<file path="src/hw/rtl/rpn_pkg.sv">
// shared types, codes and constants of the rpn stack calculator
package rpn_pkg;

  localparam int DATA_W          = 32;
  localparam int CMD_W           = 3;
  localparam int DEPTH_W         = 8;
  localparam int STATUS_W        = 2;
  localparam int STACK_DEPTH_DEF = 128;

  // commands
  localparam logic [CMD_W-1:0] CMD_PUSH = 3'd0;
  localparam logic [CMD_W-1:0] CMD_ADD  = 3'd1;
  localparam logic [CMD_W-1:0] CMD_SUB  = 3'd2;
  localparam logic [CMD_W-1:0] CMD_MUL  = 3'd3;
  localparam logic [CMD_W-1:0] CMD_DIV  = 3'd4;
  localparam logic [CMD_W-1:0] CMD_DUP  = 3'd5;
  localparam logic [CMD_W-1:0] CMD_INC  = 3'd6;
  localparam logic [CMD_W-1:0] CMD_DEC  = 3'd7;

  // result status
  localparam logic [STATUS_W-1:0] ST_OK    = 2'd0;
  localparam logic [STATUS_W-1:0] ST_UNDER = 2'd1;
  localparam logic [STATUS_W-1:0] ST_OVER  = 2'd2;
  localparam logic [STATUS_W-1:0] ST_DIVZ  = 2'd3;

  // alu operations
  typedef logic [1:0] alu_op_t;
  localparam alu_op_t ALU_ADD = 2'd0;
  localparam alu_op_t ALU_SUB = 2'd1;
  localparam alu_op_t ALU_MUL = 2'd2;
  localparam alu_op_t ALU_DIV = 2'd3;

  typedef struct packed {
    logic    start;
    alu_op_t op;
  } alu_req_t;

endpackage

</file>
<file path="src/hw/rtl/rpn_alu.sv">
// iterative alu: one shared 33-bit adder for add, sub, shift-add multiply and restoring divide
module rpn_alu (
  input  logic                      clk,
  input  logic                      rst_n,
  input  rpn_pkg::alu_req_t         req,
  input  logic [rpn_pkg::DATA_W-1:0] opa,
  input  logic [rpn_pkg::DATA_W-1:0] opb,
  output logic                      done,
  output logic [rpn_pkg::DATA_W-1:0] result
);
  import rpn_pkg::*;

  localparam logic [1:0] A_IDLE = 2'd0;
  localparam logic [1:0] A_MUL  = 2'd1;
  localparam logic [1:0] A_DIV  = 2'd2;
  localparam logic [1:0] A_NEG  = 2'd3;

  logic [1:0]        st_r, st_nxt;
  logic [DATA_W-1:0] acc_r, acc_nxt;
  logic [DATA_W-1:0] q_r, q_nxt;
  logic [DATA_W-1:0] m_r, m_nxt;
  logic [4:0]        cnt_r, cnt_nxt;
  logic              neg_r, neg_nxt;
  logic              done_r, done_nxt;
  logic [DATA_W-1:0] res_r, res_nxt;

  logic [DATA_W-1:0] add_x, add_y;
  logic              add_sub;
  logic [DATA_W:0]   sum;
  logic [DATA_W-1:0] shifted;
  logic [DATA_W-1:0] acc_step;
  logic [DATA_W-1:0] q_step;
  logic [DATA_W-1:0] abs_a, abs_b;

  assign shifted = {acc_r[DATA_W-2:0], q_r[DATA_W-1]};
  assign abs_a   = opa[DATA_W-1] ? (DATA_W'(0) - opa) : opa;
  assign abs_b   = opb[DATA_W-1] ? (DATA_W'(0) - opb) : opb;

  always_comb begin
    unique case (st_r)
      A_IDLE: begin
        add_x   = opa;
        add_y   = opb;
        add_sub = (req.op == ALU_SUB);
      end
      A_MUL: begin
        add_x   = acc_r;
        add_y   = m_r;
        add_sub = 1'b0;
      end
      A_DIV: begin
        add_x   = shifted;
        add_y   = m_r;
        add_sub = 1'b1;
      end
      default: begin
        add_x   = '0;
        add_y   = q_r;
        add_sub = 1'b1;
      end
    endcase
  end

  assign sum = {1'b0, add_x} + {1'b0, add_y ^ {DATA_W{add_sub}}} + (DATA_W+1)'(add_sub);

  // multiply step adds when the low multiplier bit is set, divide step keeps on no borrow
  assign acc_step = (st_r == A_MUL) ? (q_r[0] ? sum[DATA_W-1:0] : acc_r)
                                    : (sum[DATA_W] ? sum[DATA_W-1:0] : shifted);
  assign q_step   = {q_r[DATA_W-2:0], sum[DATA_W]};

  always_comb begin
    st_nxt   = st_r;
    acc_nxt  = acc_r;
    q_nxt    = q_r;
    m_nxt    = m_r;
    cnt_nxt  = cnt_r;
    neg_nxt  = neg_r;
    done_nxt = 1'b0;
    res_nxt  = res_r;
    unique case (st_r)
      A_IDLE: begin
        if (req.start) begin
          unique case (req.op)
            ALU_ADD, ALU_SUB: begin
              res_nxt  = sum[DATA_W-1:0];
              done_nxt = 1'b1;
            end
            ALU_MUL: begin
              acc_nxt = '0;
              q_nxt   = opb;
              m_nxt   = opa;
              cnt_nxt = '0;
              st_nxt  = A_MUL;
            end
            default: begin
              acc_nxt = '0;
              q_nxt   = abs_a;
              m_nxt   = abs_b;
              neg_nxt = opa[DATA_W-1] ^ opb[DATA_W-1];
              cnt_nxt = '0;
              st_nxt  = A_DIV;
            end
          endcase
        end
      end
      A_MUL: begin
        acc_nxt = acc_step;
        m_nxt   = {m_r[DATA_W-2:0], 1'b0};
        q_nxt   = {1'b0, q_r[DATA_W-1:1]};
        cnt_nxt = cnt_r + 5'd1;
        if (cnt_r == 5'd31) begin
          res_nxt  = acc_step;
          done_nxt = 1'b1;
          st_nxt   = A_IDLE;
        end
      end
      A_DIV: begin
        acc_nxt = acc_step;
        q_nxt   = q_step;
        cnt_nxt = cnt_r + 5'd1;
        if (cnt_r == 5'd31) begin
          if (neg_r) begin
            st_nxt = A_NEG;
          end else begin
            res_nxt  = q_step;
            done_nxt = 1'b1;
            st_nxt   = A_IDLE;
          end
        end
      end
      default: begin
        res_nxt  = sum[DATA_W-1:0];
        done_nxt = 1'b1;
        st_nxt   = A_IDLE;
      end
    endcase
  end

  always_ff @(posedge clk) begin
    if (!rst_n) begin
      st_r   <= A_IDLE;
      done_r <= 1'b0;
    end else begin
      st_r   <= st_nxt;
      done_r <= done_nxt;
    end
    acc_r <= acc_nxt;
    q_r   <= q_nxt;
    m_r   <= m_nxt;
    cnt_r <= cnt_nxt;
    neg_r <= neg_nxt;
    res_r <= res_nxt;
  end

  assign done   = done_r;
  assign result = res_r;

endmodule

</file>
<file path="config.mk">
export PLATFORM = sky130hd
export DESIGN_NAME = rpn_alu
export DESIGN_NICKNAME = d
export VERILOG_FILES = /design/src/hw/rtl/rpn_pkg.sv /design/src/hw/rtl/rpn_alu.sv
export SDC_FILE = /design/constraint.sdc
export NUM_CORES = 1
export LEC_CHECK = 0
export BUFFER_PORTS_ARGS = -buffer_cell sky130_fd_sc_hd__buf_4
export CAP_MARGIN = 20
export CORE_ASPECT_RATIO = 1.75
export CORE_MARGIN = 5
export CORE_UTILIZATION = 60
export DETAILED_ROUTE_END_ITERATION = 7
export GPL_ROUTABILITY_DRIVEN = 0
export PLACE_DENSITY = 0.79
export SLEW_MARGIN = 20
export SYNTH_ARGS = -nofsm -noshare
export SYNTH_HDL_FRONTEND = slang
export SYNTH_SLANG_ARGS = --single-unit
</file>
<file path="constraint.sdc">
create_clock -name clk -period 17.15 [get_ports clk]
set_input_delay 0 -clock clk [delete_from_list [all_inputs] [get_ports clk]]
set_output_delay 0 -clock clk [all_outputs]
set_load 0.05 [all_outputs]
</file>
### Word level (Yosys, flattened, before mapping)

Index checks and enable logic that the tools add are counted.

| word-level totals | value |
|---|---|
| bits in registers | 137 |
| input port bits | 69 |
| word-level logic and storage cells | 79 |

| operators by class | value |
|---|---|
| add/sub/neg operators | 5 |
| eq/ne operators | 11 |
| multiplexer cells | 38 |
| bitwise logic cells | 3 |
| reduce and logical (&&, ||, !) cells | 14 |

Operators with widths:

| kind | number |
|---|---|
| $mux W32 | 14 |
| $pmux W32 S2 | 5 |
| $pmux W32 S3 | 3 |
| $sub A1 B32 Y32 const A | 2 |
| $add A32 B32 Y33 | 1 |
| $add A33 B1 Y33 | 1 |
| $xor A32 B32 Y32 | 1 |
| $reduce_and A3 Y1 | 4 |
| $mux W5 | 2 |
| $pmux W5 S2 | 1 |
| $mux W2 | 4 |
| $ne A2 B2 Y1 const B | 4 |
| $pmux W2 S3 | 1 |
| $add A5 B1 Y5 const B | 1 |
| $eq A5 B5 Y1 const B | 1 |
| $mux W1 | 5 |
| $reduce_and A5 Y1 | 1 |
| $eq A2 B1 Y1 const B | 2 |
| $eq A2 B2 Y1 const B | 2 |
| $logic_not A2 Y1 | 2 |
| $ne A2 B1 Y1 const B | 2 |
| $pmux W2 S2 | 1 |
| $reduce_and A4 Y1 | 1 |
| $reduce_bool A2 Y1 | 2 |
| other kinds (7) | 8 |

### Logic depth before layout (Yosys ltp)

| depth | value |
|---|---|
| word-level depth | 10 |
| depth in mapped cells | 20 |
| mapped depth without buffers | 16 |

### Worst setup path before layout

OpenSTA, ideal clock, no wires.

| path | value |
|---|---|
| path kind | reg2reg |
| start | reg st_r[0] |
| end | reg acc_r[0], enable pin |
| setup time | 0.592 ns |
| arrival time | 6.208 ns |
| slack | 10.351 ns |
| cell stages (with the launch flop) | 8 |
| path buffers | 3 |
| path through | dfxtp_1 > inv_1 > ha_1 > clkbuf_1 > inv_1 > clkbuf_1 > clkbuf_1 > o21ai_0 |

| on the way | value |
|---|---|
| cells in the longest elaborated chain, start to end | 4 |
| elaborated cells between the ends (all ways) | 8 |

RTL lines:

| what | RTL line | text |
|---|---|---|
| from (decl) | rpn_alu.sv:18 | `logic [1:0] st_r, st_nxt;` |
| from (signal assigned) | rpn_alu.sv:144 | `st_r <= st_nxt;` |
| $eq A2 B1 Y1 / $eq A2 B2 Y1 (equally long branches) | rpn_alu.sv:80 | `unique case (st_r)` |
| $reduce_or A2 Y1 (no line) | -- |  |
| $reduce_bool A2 Y1 (no line) | -- |  |
| $reduce_and A3 Y1 (no line) * | -- |  |
| to (signal assigned) | rpn_alu.sv:147 | `acc_r <= acc_nxt;` |
| to (decl) | rpn_alu.sv:19 | `logic [DATA_W-1:0] acc_r, acc_nxt;` |

Every way passes the cells marked *; elsewhere a longest branch is shown, timed or not.
A chain may end at the register's enable or synchronous reset.

### Worst setup path after layout

| path | value |
|---|---|
| start | reg st_r[0] |
| end | reg q_r[0], data pin |

| on the way | value |
|---|---|
| cells in the longest elaborated chain, start to end | 7 |
| elaborated cells between the ends (all ways) | 11 |

RTL lines:

| what | RTL line | text |
|---|---|---|
| $eq A2 B1 Y1 / $eq A2 B2 Y1 (equally long branches) | rpn_alu.sv:40, rpn_alu.sv:80 |  |
| $reduce_or A2 Y1 (no line) | -- |  |
| $pmux W32 S2 | rpn_alu.sv:40 | `unique case (st_r)` |
| $xor A32 B32 Y32 | rpn_alu.sv:64 | `assign sum = {1'b0, add_x} + {1'b0, add_y ^ {DATA_W{add_sub}}} + (DATA_W+1)'(add_sub);` |
| $add A32 B32 Y33 | rpn_alu.sv:64 |  |
| $add A33 B1 Y33 | rpn_alu.sv:64 |  |
| $pmux W32 S3 * | rpn_alu.sv:80 |  |
| net q_nxt[0] | rpn_alu.sv:20 | `logic [DATA_W-1:0] q_r, q_nxt;` |
| to (signal assigned) | rpn_alu.sv:148 | `q_r <= q_nxt;` |
| to (decl) | rpn_alu.sv:20 |  |

The timed path passes the listed nets; every way through them passes the cells marked *.

==> key figures <==
Clock tree
  • Number of buffers created by CTS: 17
  • Longest Clk Path Bufs: 2
  • TritonCTS clock tree: done
  • Clk sink count: 137
  • # resized after CTS: 0
  • Root Buffer: clkbuf_16
  • Post-CTS Setup Inserts: 0
  • Hold-fix buffers, CTS: 32
  • Worst-path clk slew: 60 ps
  • Clk_lat worst skew: 440 ps
  • Htree depth: 4

Routing
  • Vias/cell: 6.908
  • DRC viols: 10
  • DRT antenna net count: 0
  • Drt pass-1 iters: 8
  • DR vias: 12180
  • WL per Instance: 20.60 µm
  • Initial drt markers: 1533
  • Final WL: 36310 µm

Floorplanning
  • Die area: 23140 µm²
  • Io pins: 102
  • Row count: 68
  • Die width: 117.2 µm
  • Die Height: 197.5 µm
  • Initial core utilization: 61.08%
  • Total core area: 19740 µm²

STA
  • Pins Over Slew Limit: 0
  • Tmin final: 5898 ps
  • TNS Setup: 0 ps
  • Hold Fails Final Rpt: 1
  • Final Cycle Share: 34.39%
  • Fin Hold WS: -5.346 ps
  • Slew headroom: 27.63%
  • RSZ-0062 raised after global routing: false
  • Highest Clock Rate: 0.1695 GHz
  • Clock skew: 7.696 ps
  • Worst Tran Pin Value: 1083 ps
  • Setup violators final: 0

Logic synthesis
  • Cells after Synth: 1458
  • Syn avg cell area: 8.269 µm²
  • Post-synthesis cell type count: 66
  • Post-synth EDFFs: 134
  • Top cells by area, synth: edfxtp_1 (33%), xor2_1 (6.9%), o21ai_0 (5.9%)
  • Flops & latches, synth: 137
  • Largest area contributor in the netlist: edfxtp_1
  • Post-synth ARST share: 0%
  • Count leader, synth: nand2_1
  • Post-synthesis cell area: 12060 µm²
  • Sequential-to-total area share from yosys stat: 33.87%
  • Post-synth top cells: nand2_1 (174), o21ai_0 (143), a21oi_1 (139)
  • Yosys Warn Count: 0
  • Top_reg_cell synth: edfxtp_1
  • Share of Yosys cell area claimed by the top area cell type: 33.37%
  • Syn nets: 1567

Worst setup path
  • CP arrival: 6060 ps
  • Worst EP required: 17310 ps
  • CP max FO: 59
  • Critical Path Start Type: flip-flop
  • Setup CP Type: reg -> reg
  • Worst reg-to-reg path cell count: 17
  • Crit end category: flip-flop

Global route
  • GRT Util Overall: 30.82%
  • Antenna violations before repair: 0
  • First-pass GRT wire length: 57060 µm
  • Largest net degree at the start of global routing: 101
  • Via count of the first global-routing pass: 11000
  • Grt total ovfl: 0

Placement
  • Placed insts: 1699
  • I/O Buffers: 101
  • DP Wirelength: 25180 µm

Run status
  • Status: finished, violations left
  • Violated checks: design-rule violations, negative hold slack

Cells and area
  • Area Growth Syn to Fin: 14.32%
  • Ant. Diodes: 0
  • Post-route insts no fill: 1763
  • Nets: 1614
  • Share of cells above drive strength 1: 11.40%
  • Fill cells: 1613

Run
  • Max-Cap Viols: 0

Worst hold path
  • Worst min path class: in -> reg
  • Hold Path Stages: 3
==> metal layers <==
layer	vias to the layer above	global-route usage, %	share of wire [%]	wire length (µm)
met5	-	0	0	0
met1	5620	42.65	38	13770
li1	5631	-	-	-
met3	100	5.365	12	4229
met4	0	12.07	3.3	1215
met2	827	47.77	47	17100
==> per-stage QoR <==
stage | worst slack, ps | util [%] | hold slack (ps) | instance area (µm²)
2_1_floorplan | 10350 | - | 133.4 | 12060
3_3_place_gp | 11590 | 65.24 | 257.8 | 12880
3_5_place_dp | 11410 | 65.24 | 266.5 | 12880
4_1_cts | 11390 | 69.83 | 0.002248 | 13780
5_1_grt | 11000 | 69.83 | 13.82 | 13780
6_report | 11250 | 69.83 | -5.346 | 13780
==> worst max-delay path, stage by stage, from the launching register on <==
cell	delay, ps
dfxtp_1	430
inv_1	130
ha_4	680
buf_4	640
a22oi_1	210
o21ai_0	240
xor2_1	170
ha_1	340
a211oi_1	270
o21ai_0	200
a32oi_1	300
nor3b_1	250
a21oi_1	170
a41oi_4	190
buf_4	470
clkinv_1	430
a221oi_1	370
a31oi_1	70
==> cells by family after synthesis <==
logic type | share of synthesized area (%)
AOI/OAI and AO/OA | 30.27
and+or+nand+nor | 16.04
buffers and inverters | 4.649
DFF | 33.87
xor gates and xnor gates | 8.863
adders and majority gates | 4.213
muxes | 2.086
==> layout make-up <==
type                       count  area, µm²  area share, %
multi-input combinational   1174       7512          54.50
clock inverter                15      158.9          1.153
sequential                   137       4084          29.63
clock buffer                  17      425.4          3.086
tap                          245      306.5          2.224
inverter                      26      97.59         0.7081
timing repair buffer         149       1199          8.696
==> state kept, by name (all words and copies together) (netlist names) <==
signal and flops:
q_r 32, m_r 32, done 1, result 32
neg_r 1, acc_r 32, st_r 2, cnt_r 5
==> cells in the final DEF (no fill, tap or decap), drive strengths merged, types with 4 or more instances in the layout <==
cell	n
nand2	174
o21ai	145
a21oi	139
edfxtp	134
nor2	127
buf	117
xor2	95
a22oi	59
ha	39
a222oi	32
dlygate4sd3	32
nand3	31
a211oi	30
a221oi	28
xnor2	27
inv	25
mux2i	24
o31ai	24
a21o	18
o221ai	17
clkbuf	17
a31oi	15
and3	13
or3	12
or4	12
clkinv	11
nor2b	10
nor3	10
o211ai	9
o41ai	8
nand4	7
and2	7
nand2b	6
nor4	6
o22ai	6
nand3b	4
or2	4
==> final timing paths <==
path	startpoint	endpoint	slack (ps)
worst max-delay path	st_r[0]	q_r[0]	11250
worst min-delay path	opb[5]	q_r[5]	-5
worst max register to register	st_r[0]	q_r[0]	11250
worst min register to register	m_r[3]	m_r[4]	570
Power is left out: the tool's default activity adds up to more than one toggle a clock period on the data nets, which glitch-free logic cannot reach.
